$ cat src/rtl/postfix_expression_evaluator_macros.svh
// Assertion macros for the postfix evaluator RTL.
`ifndef POSTFIX_EXPRESSION_EVALUATOR_MACROS_SVH
`define POSTFIX_EXPRESSION_EVALUATOR_MACROS_SVH

`ifndef SYNTHESIS

// Same-cycle implication, disabled while reset is asserted.
`define PFX_ASSERT(label, clk, rstn, ante, cons, msg) \
    label: assert property (@(posedge clk) disable iff (!(rstn)) (ante) |-> (cons)) \
        else $error(msg);

// Next-cycle implication, disabled while reset is asserted.
`define PFX_ASSERT_NEXT(label, clk, rstn, ante, cons, msg) \
    label: assert property (@(posedge clk) disable iff (!(rstn)) (ante) |=> (cons)) \
        else $error(msg);

`else

`define PFX_ASSERT(label, clk, rstn, ante, cons, msg)
`define PFX_ASSERT_NEXT(label, clk, rstn, ante, cons, msg)

`endif

`endif

$ cat src/rtl/pfx_pkg.sv
// Types, codes and helpers for the postfix expression evaluator.
package pfx_pkg;

    localparam int DATA_W          = 32;
    localparam int SYM_W           = 8;
    localparam int DEF_STACK_DEPTH = 64;

    localparam logic [SYM_W-1:0] SYM_ADD  = 8'd43;
    localparam logic [SYM_W-1:0] SYM_SUB  = 8'd45;
    localparam logic [SYM_W-1:0] SYM_MUL  = 8'd42;
    localparam logic [SYM_W-1:0] SYM_DIV  = 8'd47;
    localparam logic [SYM_W-1:0] SYM_ZERO = 8'd48;

    typedef enum logic [1:0] {
        ERR_NONE    = 2'd0,
        ERR_UNDER   = 2'd1,
        ERR_OVER    = 2'd2,
        ERR_DIVZERO = 2'd3
    } pfx_err_t;

    typedef enum logic [2:0] {
        ST_IDLE,
        ST_POP_L,
        ST_EXEC,
        ST_DIV,
        ST_PUSH,
        ST_FINAL,
        ST_OUT
    } pfx_state_t;

    typedef struct packed {
        logic [SYM_W-1:0] symbol;
        logic             last;
    } pfx_in_t;

    typedef struct packed {
        logic signed [DATA_W-1:0] value;
        logic [1:0]               status;
    } pfx_out_t;

    typedef struct packed {
        logic              start;
        logic [DATA_W-1:0] dividend;
        logic [DATA_W-1:0] divisor;
    } pfx_div_req_t;

    typedef struct packed {
        logic              done;
        logic [DATA_W-1:0] quotient;
    } pfx_div_rsp_t;

    function automatic logic is_operator(input logic [SYM_W-1:0] sym);
        logic op;
        unique case (sym) inside
            SYM_ADD, SYM_SUB, SYM_MUL, SYM_DIV: op = 1'b1;
            default:                            op = 1'b0;
        endcase
        return op;
    endfunction

    // First error of an expression sticks.
    function automatic pfx_err_t note_err(input pfx_err_t cur, input pfx_err_t code);
        pfx_err_t nxt;
        nxt = (cur == ERR_NONE) ? code : cur;
        return nxt;
    endfunction

endpackage

$ cat src/rtl/pfx_ram.sv
// Generic single-port-write, single-port-read RAM with registered read data.
module pfx_ram #(
    parameter int WIDTH = 32,
    parameter int DEPTH = 64
) (
    input  logic                     aclk,
    input  logic                     we,
    input  logic [$clog2(DEPTH)-1:0] waddr,
    input  logic [WIDTH-1:0]         wdata,
    input  logic                     re,
    input  logic [$clog2(DEPTH)-1:0] raddr,
    output logic [WIDTH-1:0]         rdata
);

    logic [WIDTH-1:0] mem [DEPTH];
    logic [WIDTH-1:0] rdata_reg;

    always_ff @(posedge aclk) begin
        if (we) begin
            mem[waddr] <= wdata;
        end
        if (re) begin
            rdata_reg <= mem[raddr];
        end
    end

    assign rdata = rdata_reg;

endmodule

$ cat src/rtl/pfx_div.sv
// Iterative signed divider, one quotient bit per cycle, truncating toward zero.
module pfx_div (
    input  logic                  aclk,
    input  logic                  aresetn,
    input  pfx_pkg::pfx_div_req_t req,
    output pfx_pkg::pfx_div_rsp_t rsp
);
    import pfx_pkg::*;

    localparam int CNT_W = $clog2(DATA_W);

    logic              busy_reg,  busy_next;
    logic              done_reg,  done_next;
    logic [CNT_W-1:0]  cnt_reg,   cnt_next;
    logic              neg_reg,   neg_next;
    logic [DATA_W-1:0] rem_reg,   rem_next;
    logic [DATA_W-1:0] quo_reg,   quo_next;
    logic [DATA_W-1:0] divisor_abs_reg;
    logic [DATA_W:0]   rem_sh;
    logic [DATA_W:0]   rem_sub;

    always_comb begin
        busy_next = busy_reg;
        done_next = 1'b0;
        cnt_next  = cnt_reg;
        neg_next  = neg_reg;
        rem_next  = rem_reg;
        quo_next  = quo_reg;
        rem_sh    = {rem_reg, quo_reg[DATA_W-1]};
        rem_sub   = rem_sh - {1'b0, divisor_abs_reg};
        if (req.start) begin
            busy_next = 1'b1;
            cnt_next  = CNT_W'(DATA_W - 1);
            neg_next  = req.dividend[DATA_W-1] ^ req.divisor[DATA_W-1];
            rem_next  = '0;
            quo_next  = req.dividend[DATA_W-1] ? (DATA_W'(0) - req.dividend) : req.dividend;
        end else if (busy_reg) begin
            // restoring step: shift in the next dividend bit, subtract if it fits
            if (!rem_sub[DATA_W]) begin
                rem_next = rem_sub[DATA_W-1:0];
                quo_next = {quo_reg[DATA_W-2:0], 1'b1};
            end else begin
                rem_next = rem_sh[DATA_W-1:0];
                quo_next = {quo_reg[DATA_W-2:0], 1'b0};
            end
            cnt_next = cnt_reg - 1'b1;
            if (cnt_reg == '0) begin
                busy_next = 1'b0;
                done_next = 1'b1;
            end
        end
    end

    always_ff @(posedge aclk) begin
        if (!aresetn) begin
            busy_reg <= 1'b0;
            done_reg <= 1'b0;
        end else begin
            busy_reg <= busy_next;
            done_reg <= done_next;
        end
    end

    always_ff @(posedge aclk) begin
        cnt_reg <= cnt_next;
        neg_reg <= neg_next;
        rem_reg <= rem_next;
        quo_reg <= quo_next;
        if (req.start) begin
            divisor_abs_reg <= req.divisor[DATA_W-1] ? (DATA_W'(0) - req.divisor)
                                                     : req.divisor;
        end
    end

    assign rsp.done     = done_reg;
    assign rsp.quotient = neg_reg ? (DATA_W'(0) - quo_reg) : quo_reg;

endmodule

$ cat src/rtl/postfix_expression_evaluator.sv
// Postfix (RPN) expression evaluator: top level with stack control and result register.
//
// Characters arrive one per transaction on the s_ channel; + - * / are operators and
// any other byte is a digit operand pushed as (byte - 48). Operators pop right, then
// left, and push the wrapping 32-bit sum, difference, product or the quotient
// truncated toward zero. The transaction flagged last ends the expression: its
// character is handled, the top of stack is popped and sent on the m_ channel with
// the first error of the expression (underflow, overflow, divide by zero), and the
// stack and status are cleared for the next expression. Popping an empty stack
// gives 0, pushing onto a full stack drops the value, dividing by zero gives 0.
// An operand is pushed as it is accepted; + - * step through right pop, left pop,
// execute and push, the pops waiting on the registered read data of the stack RAM;
// / also waits on the 32-step bit-serial divider; the last character adds the final
// pop and the output state, plus any wait for the output register to empty. One
// character is in flight at a time. The stack needs no clearing pass: entries
// above the depth counter are never read.

module postfix_expression_evaluator #(
    parameter int STACK_DEPTH = pfx_pkg::DEF_STACK_DEPTH
) (
    input  logic              aclk,
    input  logic              aresetn,
    input  logic              s_valid,
    output logic              s_ready,
    input  pfx_pkg::pfx_in_t  s_payload,
    output logic              m_valid,
    input  logic              m_ready,
    output pfx_pkg::pfx_out_t m_payload
);
    import pfx_pkg::*;

`include "postfix_expression_evaluator_macros.svh"

    localparam int AW = $clog2(STACK_DEPTH);
    localparam int DW = $clog2(STACK_DEPTH + 1);

    // control state
    pfx_state_t        state_reg,  state_next;
    logic [DW-1:0]     depth_reg,  depth_next;
    pfx_err_t          err_reg,    err_next;
    logic              m_valid_reg, m_valid_next;

    // payload state
    logic [SYM_W-1:0]  sym_reg,    sym_next;
    logic              last_reg,   last_next;
    logic              pop_ok_reg, pop_ok_next;
    logic [DATA_W-1:0] right_reg,  right_next;
    logic [DATA_W-1:0] res_reg,    res_next;
    pfx_out_t          out_reg,    out_next;

    // stack RAM port
    logic              mem_we;
    logic [AW-1:0]     mem_waddr;
    logic [DATA_W-1:0] mem_wdata;
    logic              mem_re;
    logic [AW-1:0]     mem_raddr;
    logic [DATA_W-1:0] mem_rdata;

    pfx_div_req_t      div_req;
    pfx_div_rsp_t      div_rsp;

    logic [DW-1:0]     depth_dec;
    logic              stack_full;
    logic              stack_empty;
    logic [DATA_W-1:0] popped;
    logic              out_free;
    logic              accept;

    assign depth_dec   = depth_reg - 1'b1;
    assign stack_full  = (depth_reg >= DW'(STACK_DEPTH));
    assign stack_empty = (depth_reg == '0);
    // value of the most recent pop; an empty pop reads as zero
    assign popped      = pop_ok_reg ? mem_rdata : '0;
    assign out_free    = !m_valid_reg || m_ready;
    assign s_ready     = (state_reg == ST_IDLE);
    assign accept      = s_valid && s_ready;

    pfx_ram #(
        .WIDTH (DATA_W),
        .DEPTH (STACK_DEPTH)
    ) u_stack (
        .aclk  (aclk),
        .we    (mem_we),
        .waddr (mem_waddr),
        .wdata (mem_wdata),
        .re    (mem_re),
        .raddr (mem_raddr),
        .rdata (mem_rdata)
    );

    pfx_div u_div (
        .aclk    (aclk),
        .aresetn (aresetn),
        .req     (div_req),
        .rsp     (div_rsp)
    );

    always_comb begin
        state_next   = state_reg;
        depth_next   = depth_reg;
        err_next     = err_reg;
        m_valid_next = m_valid_reg && !m_ready;
        sym_next     = sym_reg;
        last_next    = last_reg;
        pop_ok_next  = pop_ok_reg;
        right_next   = right_reg;
        res_next     = res_reg;
        out_next     = out_reg;

        mem_we       = 1'b0;
        mem_waddr    = depth_reg[AW-1:0];
        mem_wdata    = res_reg;
        mem_re       = 1'b0;
        mem_raddr    = depth_dec[AW-1:0];

        div_req.start    = 1'b0;
        div_req.dividend = popped;
        div_req.divisor  = right_reg;

        unique case (state_reg)
            ST_IDLE: begin
                if (accept) begin
                    sym_next  = s_payload.symbol;
                    last_next = s_payload.last;
                    if (is_operator(s_payload.symbol)) begin
                        // pop the right operand
                        if (!stack_empty) begin
                            mem_re      = 1'b1;
                            depth_next  = depth_dec;
                            pop_ok_next = 1'b1;
                        end else begin
                            pop_ok_next = 1'b0;
                            err_next    = note_err(err_reg, ERR_UNDER);
                        end
                        state_next = ST_POP_L;
                    end else begin
                        // digit operand, pushed straight away
                        mem_wdata = {{(DATA_W-SYM_W){1'b0}}, s_payload.symbol}
                                    - DATA_W'(SYM_ZERO);
                        if (!stack_full) begin
                            mem_we     = 1'b1;
                            depth_next = depth_reg + 1'b1;
                        end else begin
                            err_next = note_err(err_reg, ERR_OVER);
                        end
                        state_next = s_payload.last ? ST_FINAL : ST_IDLE;
                    end
                end
            end
            ST_POP_L: begin
                right_next = popped;
                if (!stack_empty) begin
                    mem_re      = 1'b1;
                    depth_next  = depth_dec;
                    pop_ok_next = 1'b1;
                end else begin
                    pop_ok_next = 1'b0;
                    err_next    = note_err(err_reg, ERR_UNDER);
                end
                state_next = ST_EXEC;
            end
            ST_EXEC: begin
                state_next = ST_PUSH;
                unique case (sym_reg)
                    SYM_ADD: res_next = popped + right_reg;
                    SYM_SUB: res_next = popped - right_reg;
                    SYM_MUL: res_next = DATA_W'(popped * right_reg);
                    default: begin
                        if (right_reg == '0) begin
                            err_next = note_err(err_reg, ERR_DIVZERO);
                            res_next = '0;
                        end else begin
                            div_req.start = 1'b1;
                            state_next    = ST_DIV;
                        end
                    end
                endcase
            end
            ST_DIV: begin
                if (div_rsp.done) begin
                    res_next   = div_rsp.quotient;
                    state_next = ST_PUSH;
                end
            end
            ST_PUSH: begin
                if (!stack_full) begin
                    mem_we     = 1'b1;
                    depth_next = depth_reg + 1'b1;
                end else begin
                    err_next = note_err(err_reg, ERR_OVER);
                end
                state_next = last_reg ? ST_FINAL : ST_IDLE;
            end
            ST_FINAL: begin
                // final pop of the expression result
                if (!stack_empty) begin
                    mem_re      = 1'b1;
                    depth_next  = depth_dec;
                    pop_ok_next = 1'b1;
                end else begin
                    pop_ok_next = 1'b0;
                    err_next    = note_err(err_reg, ERR_UNDER);
                end
                state_next = ST_OUT;
            end
            ST_OUT: begin
                // RAM read data holds while we wait for the output register
                if (out_free) begin
                    out_next.value  = popped;
                    out_next.status = err_reg;
                    m_valid_next    = 1'b1;
                    depth_next      = '0;
                    err_next        = ERR_NONE;
                    state_next      = ST_IDLE;
                end
            end
            default: state_next = ST_IDLE;
        endcase
    end

    always_ff @(posedge aclk) begin
        if (!aresetn) begin
            state_reg   <= ST_IDLE;
            depth_reg   <= '0;
            err_reg     <= ERR_NONE;
            m_valid_reg <= 1'b0;
        end else begin
            state_reg   <= state_next;
            depth_reg   <= depth_next;
            err_reg     <= err_next;
            m_valid_reg <= m_valid_next;
        end
    end

    always_ff @(posedge aclk) begin
        sym_reg    <= sym_next;
        last_reg   <= last_next;
        pop_ok_reg <= pop_ok_next;
        right_reg  <= right_next;
        res_reg    <= res_next;
        out_reg    <= out_next;
    end

    assign m_valid   = m_valid_reg;
    assign m_payload = out_reg;

    `PFX_ASSERT(a_depth_bound, aclk, aresetn, 1'b1, depth_reg <= DW'(STACK_DEPTH), "stack depth beyond capacity")
    `PFX_ASSERT(a_write_room, aclk, aresetn, mem_we, !stack_full, "stack write while full")
    `PFX_ASSERT(a_div_nonzero, aclk, aresetn, div_req.start, div_req.divisor != '0, "divider started with zero divisor")
    `PFX_ASSERT_NEXT(a_clear_after_result, aclk, aresetn, (state_reg == ST_OUT) && out_free, (depth_reg == '0) && (err_reg == ERR_NONE) && m_valid_reg, "expression state not cleared after result")
    `PFX_ASSERT_NEXT(a_err_sticky, aclk, aresetn, (err_reg != ERR_NONE) && (state_reg != ST_OUT), $stable(err_reg), "recorded error changed mid-expression")

endmodule

$ cat config.mk
export PLATFORM = sky130hd
export DESIGN_NAME = postfix_expression_evaluator
export DESIGN_NICKNAME = d
export VERILOG_FILES = /design/src/rtl/pfx_pkg.sv /design/src/rtl/pfx_ram.sv /design/src/rtl/pfx_div.sv /design/src/rtl/postfix_expression_evaluator.sv
export VERILOG_INCLUDE_DIRS = /design/src /design/src/rtl
export SDC_FILE = /design/constraint.sdc
export NUM_CORES = 2
export LEC_CHECK = 0
export BUFFER_PORTS_ARGS = -buffer_cell sky130_fd_sc_hd__buf_4
export CORE_ASPECT_RATIO = 1.1
export CORE_MARGIN = 1.5
export CORE_UTILIZATION = 40
export CTS_BUF_LIST = sky130_fd_sc_hd__clkbuf_8
export DETAILED_ROUTE_END_ITERATION = 8
export HOLD_SLACK_MARGIN = 0.03
export PLACE_DENSITY_LB_ADDON = 0.12
export RECOVER_POWER = 100
export SETUP_SLACK_MARGIN = 0.5
export SYNTH_ARGS = -nofsm -noshare
export SYNTH_HDL_FRONTEND = slang
export SYNTH_SLANG_ARGS = --single-unit
$ cat constraint.sdc
create_clock -name aclk -period 10.9 [get_ports aclk]
set_input_delay 0 -clock aclk [delete_from_list [all_inputs] [get_ports aclk]]
set_output_delay 0 -clock aclk [all_outputs]
set_load 0.02 [all_outputs]
==> summary.md <==
| Metric | Value |
|---|---|
| Status | `finished with violations` |
| Failing checks | `max-capacitance violations, max-slew violations` |
| Reg-to-Reg Start | `pop_ok_reg` |
| Post-DR vias/cell | `~5.6` |
| GRT Util Overall | `0.230` |
| Initial antenna violation count | `20` |
| Critical Path Max Stage Delay | `1.02 ns` |
| Max reg flops | `~2,000` |
| # IOs | `about 50` |
| RSZ-0062 raised after global routing | `false` |
| Crit Path Category | `reg2reg` |
| Number of flops mapped to enable cells by yosys | `2,253` |
| Cell row count | `roughly 200` |
| Sink Count | `approximately 2,300` |
| Cts bufs inserted | `~390` |
| GPL Wtd Cong | `just over 0.9` |
| WP data required | `11.62 ns` |
| Largest net degree at the start of global routing | `approximately 130` |
| Critical path's top delay family | `adder cells` |
| Critical Path Start | `pop_ok_reg` |
| Crit-path most repeated cell | `fa_1` |
| Per-cell routed wire length | `~30 um` |
| Grt ovf | `0` |
| Clk_skew | `roughly 0.081 ns` |
| Final #Nets | `about 7,300` |
| Primary FF master, synth | `edfxtp_1` |
| Critical Path Slowest Stage Cell | `clkbuf_1` |
| Share of cells above drive strength 1 | `0.191` |
| Post-layout minimum cycle time | `roughly 9.7 ns` |
| Area post-placement | `about 120,000 sq um` |
| Buffer depth of the longest clock path | `4` |
| MaxCap Viol Count | `slightly above 100` |
| Detailed Place HPWL | `roughly 200 mm` |
| Sequential area share after synthesis | `0.627` |
| Post-CTS Setup Bufs | `0` |
| Net Count, Synth | `slightly above 7,000` |
| CP endpoint kind | `register` |
| Drt drc | `0` |
| Pins Over Slew Limit | `roughly 4,500` |
| Fin. Hold Viols | `0` |
| Netlist cell types | `between 70 and 80` |
| CP Launch Type | `register` |
| Number of fillers in the final layout | `about 24,000` |
| Critical Path AT | `10.46 ns` |
| Worst-skew pair later-pin latency | `between 1 and 1.5 ns` |
| Min-delay src | `m_ready` |
| Reg clk slew, reported paths | `~0.060 ns` |
| First-pass GRT wire length | `456 mm` |
| Die width | `about 500 um` |
| Area of the die | `277,000 sq um` |
| Setup TNS | `0 ns` |
| Area grow syn2layout | `11.0%` |
| FMAX | `about 0.1 GHz` |
| Design area | `around 120,000 sq um` |
| Root Driver | `clkbuf_8` |
| Via count | `~60,000` |
| Most common cell after layout, fill and taps aside | `edfxtp_1` |
| Core ar. | `around 270,000 sq um` |
| CTS tree | `built` |
| # setup viols final | `0` |
| Avg Inst Size Synth | `about 17 sq um` |
| Vias in the first global route | `62,700` |
| Final WL | `approximately 320 mm` |
| Async SR Flop Fraction | `0` |
| Post-Synthesis Cells | `approximately 6,500` |
| Initial DRC Count | `5,123` |
| Critical Path Fanout Max | `50` |
| Port Buffer Count | `48` |
| Worst min path class | `in2reg` |
| Post-DRT Antenna Nets | `0` |
| First-pass detailed-route iteration total | `6` |
| Top reg by flops | `u_stack.mem` |
| Commonest cells after routing, fill and taps aside | `edfxtp_1 (2,253), mux4_2 (672), inv_1 (586), nand2_1 (423), fa_1 (410)` |
| Slew margin rel. | `-1.64` |
| Worst-margin pin slew | `between 3 and 4 ns` |
| Synthesized flop and latch total | `2,305` |
| YS warnings | `0` |
| Buf+Inv Stages, Crit Path | `5` |
| Vert. Die Dim | `552 um` |
| Initial Utilization | `0.402` |
| Synth Cell Area | `110,000 sq um` |
| H-tree depth | `5` |
| Tcrit/Tclk final | `0.893` |
## synth_stat cells, types with 14 or more instances
master    instances  share of area
a221oi_1         22         0.0018
fa_1            410          0.075
nor2_1          184         0.0063
a21oi_1         152         0.0069
mux2i_1          17         0.0016
buf_1            47         0.0016
and3_1          317          0.018
buf_2            15        0.00069
o31ai_1          31         0.0021
a31oi_1          20         0.0011
nand2_1         427          0.015
dfxtp_1          52         0.0095
a21o_1           36         0.0025
o21a_1           19         0.0013
nand2b_1         25         0.0014
clkbuf_1        318          0.011
a211oi_1         19         0.0013
xor2_1           88         0.0070
xnor2_1         167          0.013
o41ai_1          14         0.0011
nor3_1           27         0.0012
inv_1           450          0.015
edfxtp_1       2253           0.62
o21ai_0         139         0.0063
or3_1            22         0.0013
mux4_2          672           0.14
nand3_1          83         0.0038
ha_1            195          0.022
and2_1           34         0.0019
nor2b_1          23         0.0013
## cells by family after synthesis
logic type / Yosys count / share of synthesized area
DFF: 2305 / 0.627
muxes: 695 / 0.140
buffers and inverters: 836 / 0.0289
and+or+nand+nor: 1217 / 0.0551
AOI/OAI and AO/OA: 542 / 0.0311
adders and majority gates: 605 / 0.0972
xor gates and xnor gates: 256 / 0.0206
## final timing paths
kind	end	slack [ns]	cells past startpoint
max	res_reg[31]	1.16	26
min	err_reg[0]	0.08	5
max reg2reg	res_reg[31]	1.16	26
min reg2reg	u_div.rem_reg[21]	0.50	2
## area by class of cell
cell class / instances / area, sq um / area share
Multi-Input combinational cell: 3315 / 38200 / 0.314
Inverter: 454 / 1700 / 0.0140
Clock buffer: 391 / 5380 / 0.0442
Tap cell: 3654 / 4570 / 0.0376
Timing Repair Buffer: 267 / 1600 / 0.0131
Sequential cell: 2305 / 68700 / 0.565
Antenna cell: 8 / 20.0 / 0.000165
Clock inverter: 292 / 1400 / 0.0115
## worst register-to-register path, cell delays in order, from the launching register on
cell      delay, ns
edfxtp_1       0.87
buf_4          0.49
and2_0         0.56
clkbuf_1       1.02
nand2_1        0.19
fa_1           0.53
inv_1          0.05
fa_1           0.43
fa_1           0.50
inv_1          0.06
fa_1           0.35
inv_1          0.09
fa_1           0.40
ha_1           0.21
fa_1           0.53
fa_1           0.43
ha_1           0.39
nand4_1        0.19
nor2_1         0.19
nand2_1        0.06
o21ai_1        0.47
a211oi_1       0.22
o31ai_1        0.52
xor2_1         0.13
a221o_1        0.36
a31oi_1        0.15
a22oi_1        0.09
## routing by layer
metal | GRT usage | wire length [um] | part of all wire
met1 | 0.299 | 131000 | 0.41
met2 | 0.397 | 160000 | 0.51
met3 | 0.0288 | 14300 | 0.045
met4 | 0.0800 | 11700 | 0.037
met5 | 0 | 13 | 0.000041
## stage by stage
| step | cells | util | setup WS, ns | hold slack [ns] |
|---|---|---|---|---|
| floorplan | 6456 | - | 2.55 | 0.0989 |
| detailed placement | 9970 | 0.423 | 1.94 | 0.236 |
| global placement | 9970 | 0.423 | 1.96 | 0.236 |
| global route | 10700 | 0.446 | 0.792 | 0.0770 |
| finish | 10700 | 0.446 | 1.16 | 0.0766 |
| CTS | 10700 | 0.449 | 1.98 | 0.0368 |
## what timing repair did
item / 4_1_cts / 5_1_grt
resized for setup: 0 / 0
hold buffers: 25 / 0
endpoints found under the hold margin: 491 / 0
Power is left out: the tool's default activity adds up to more than one toggle a clock period on the data nets, which glitch-free logic cannot reach.
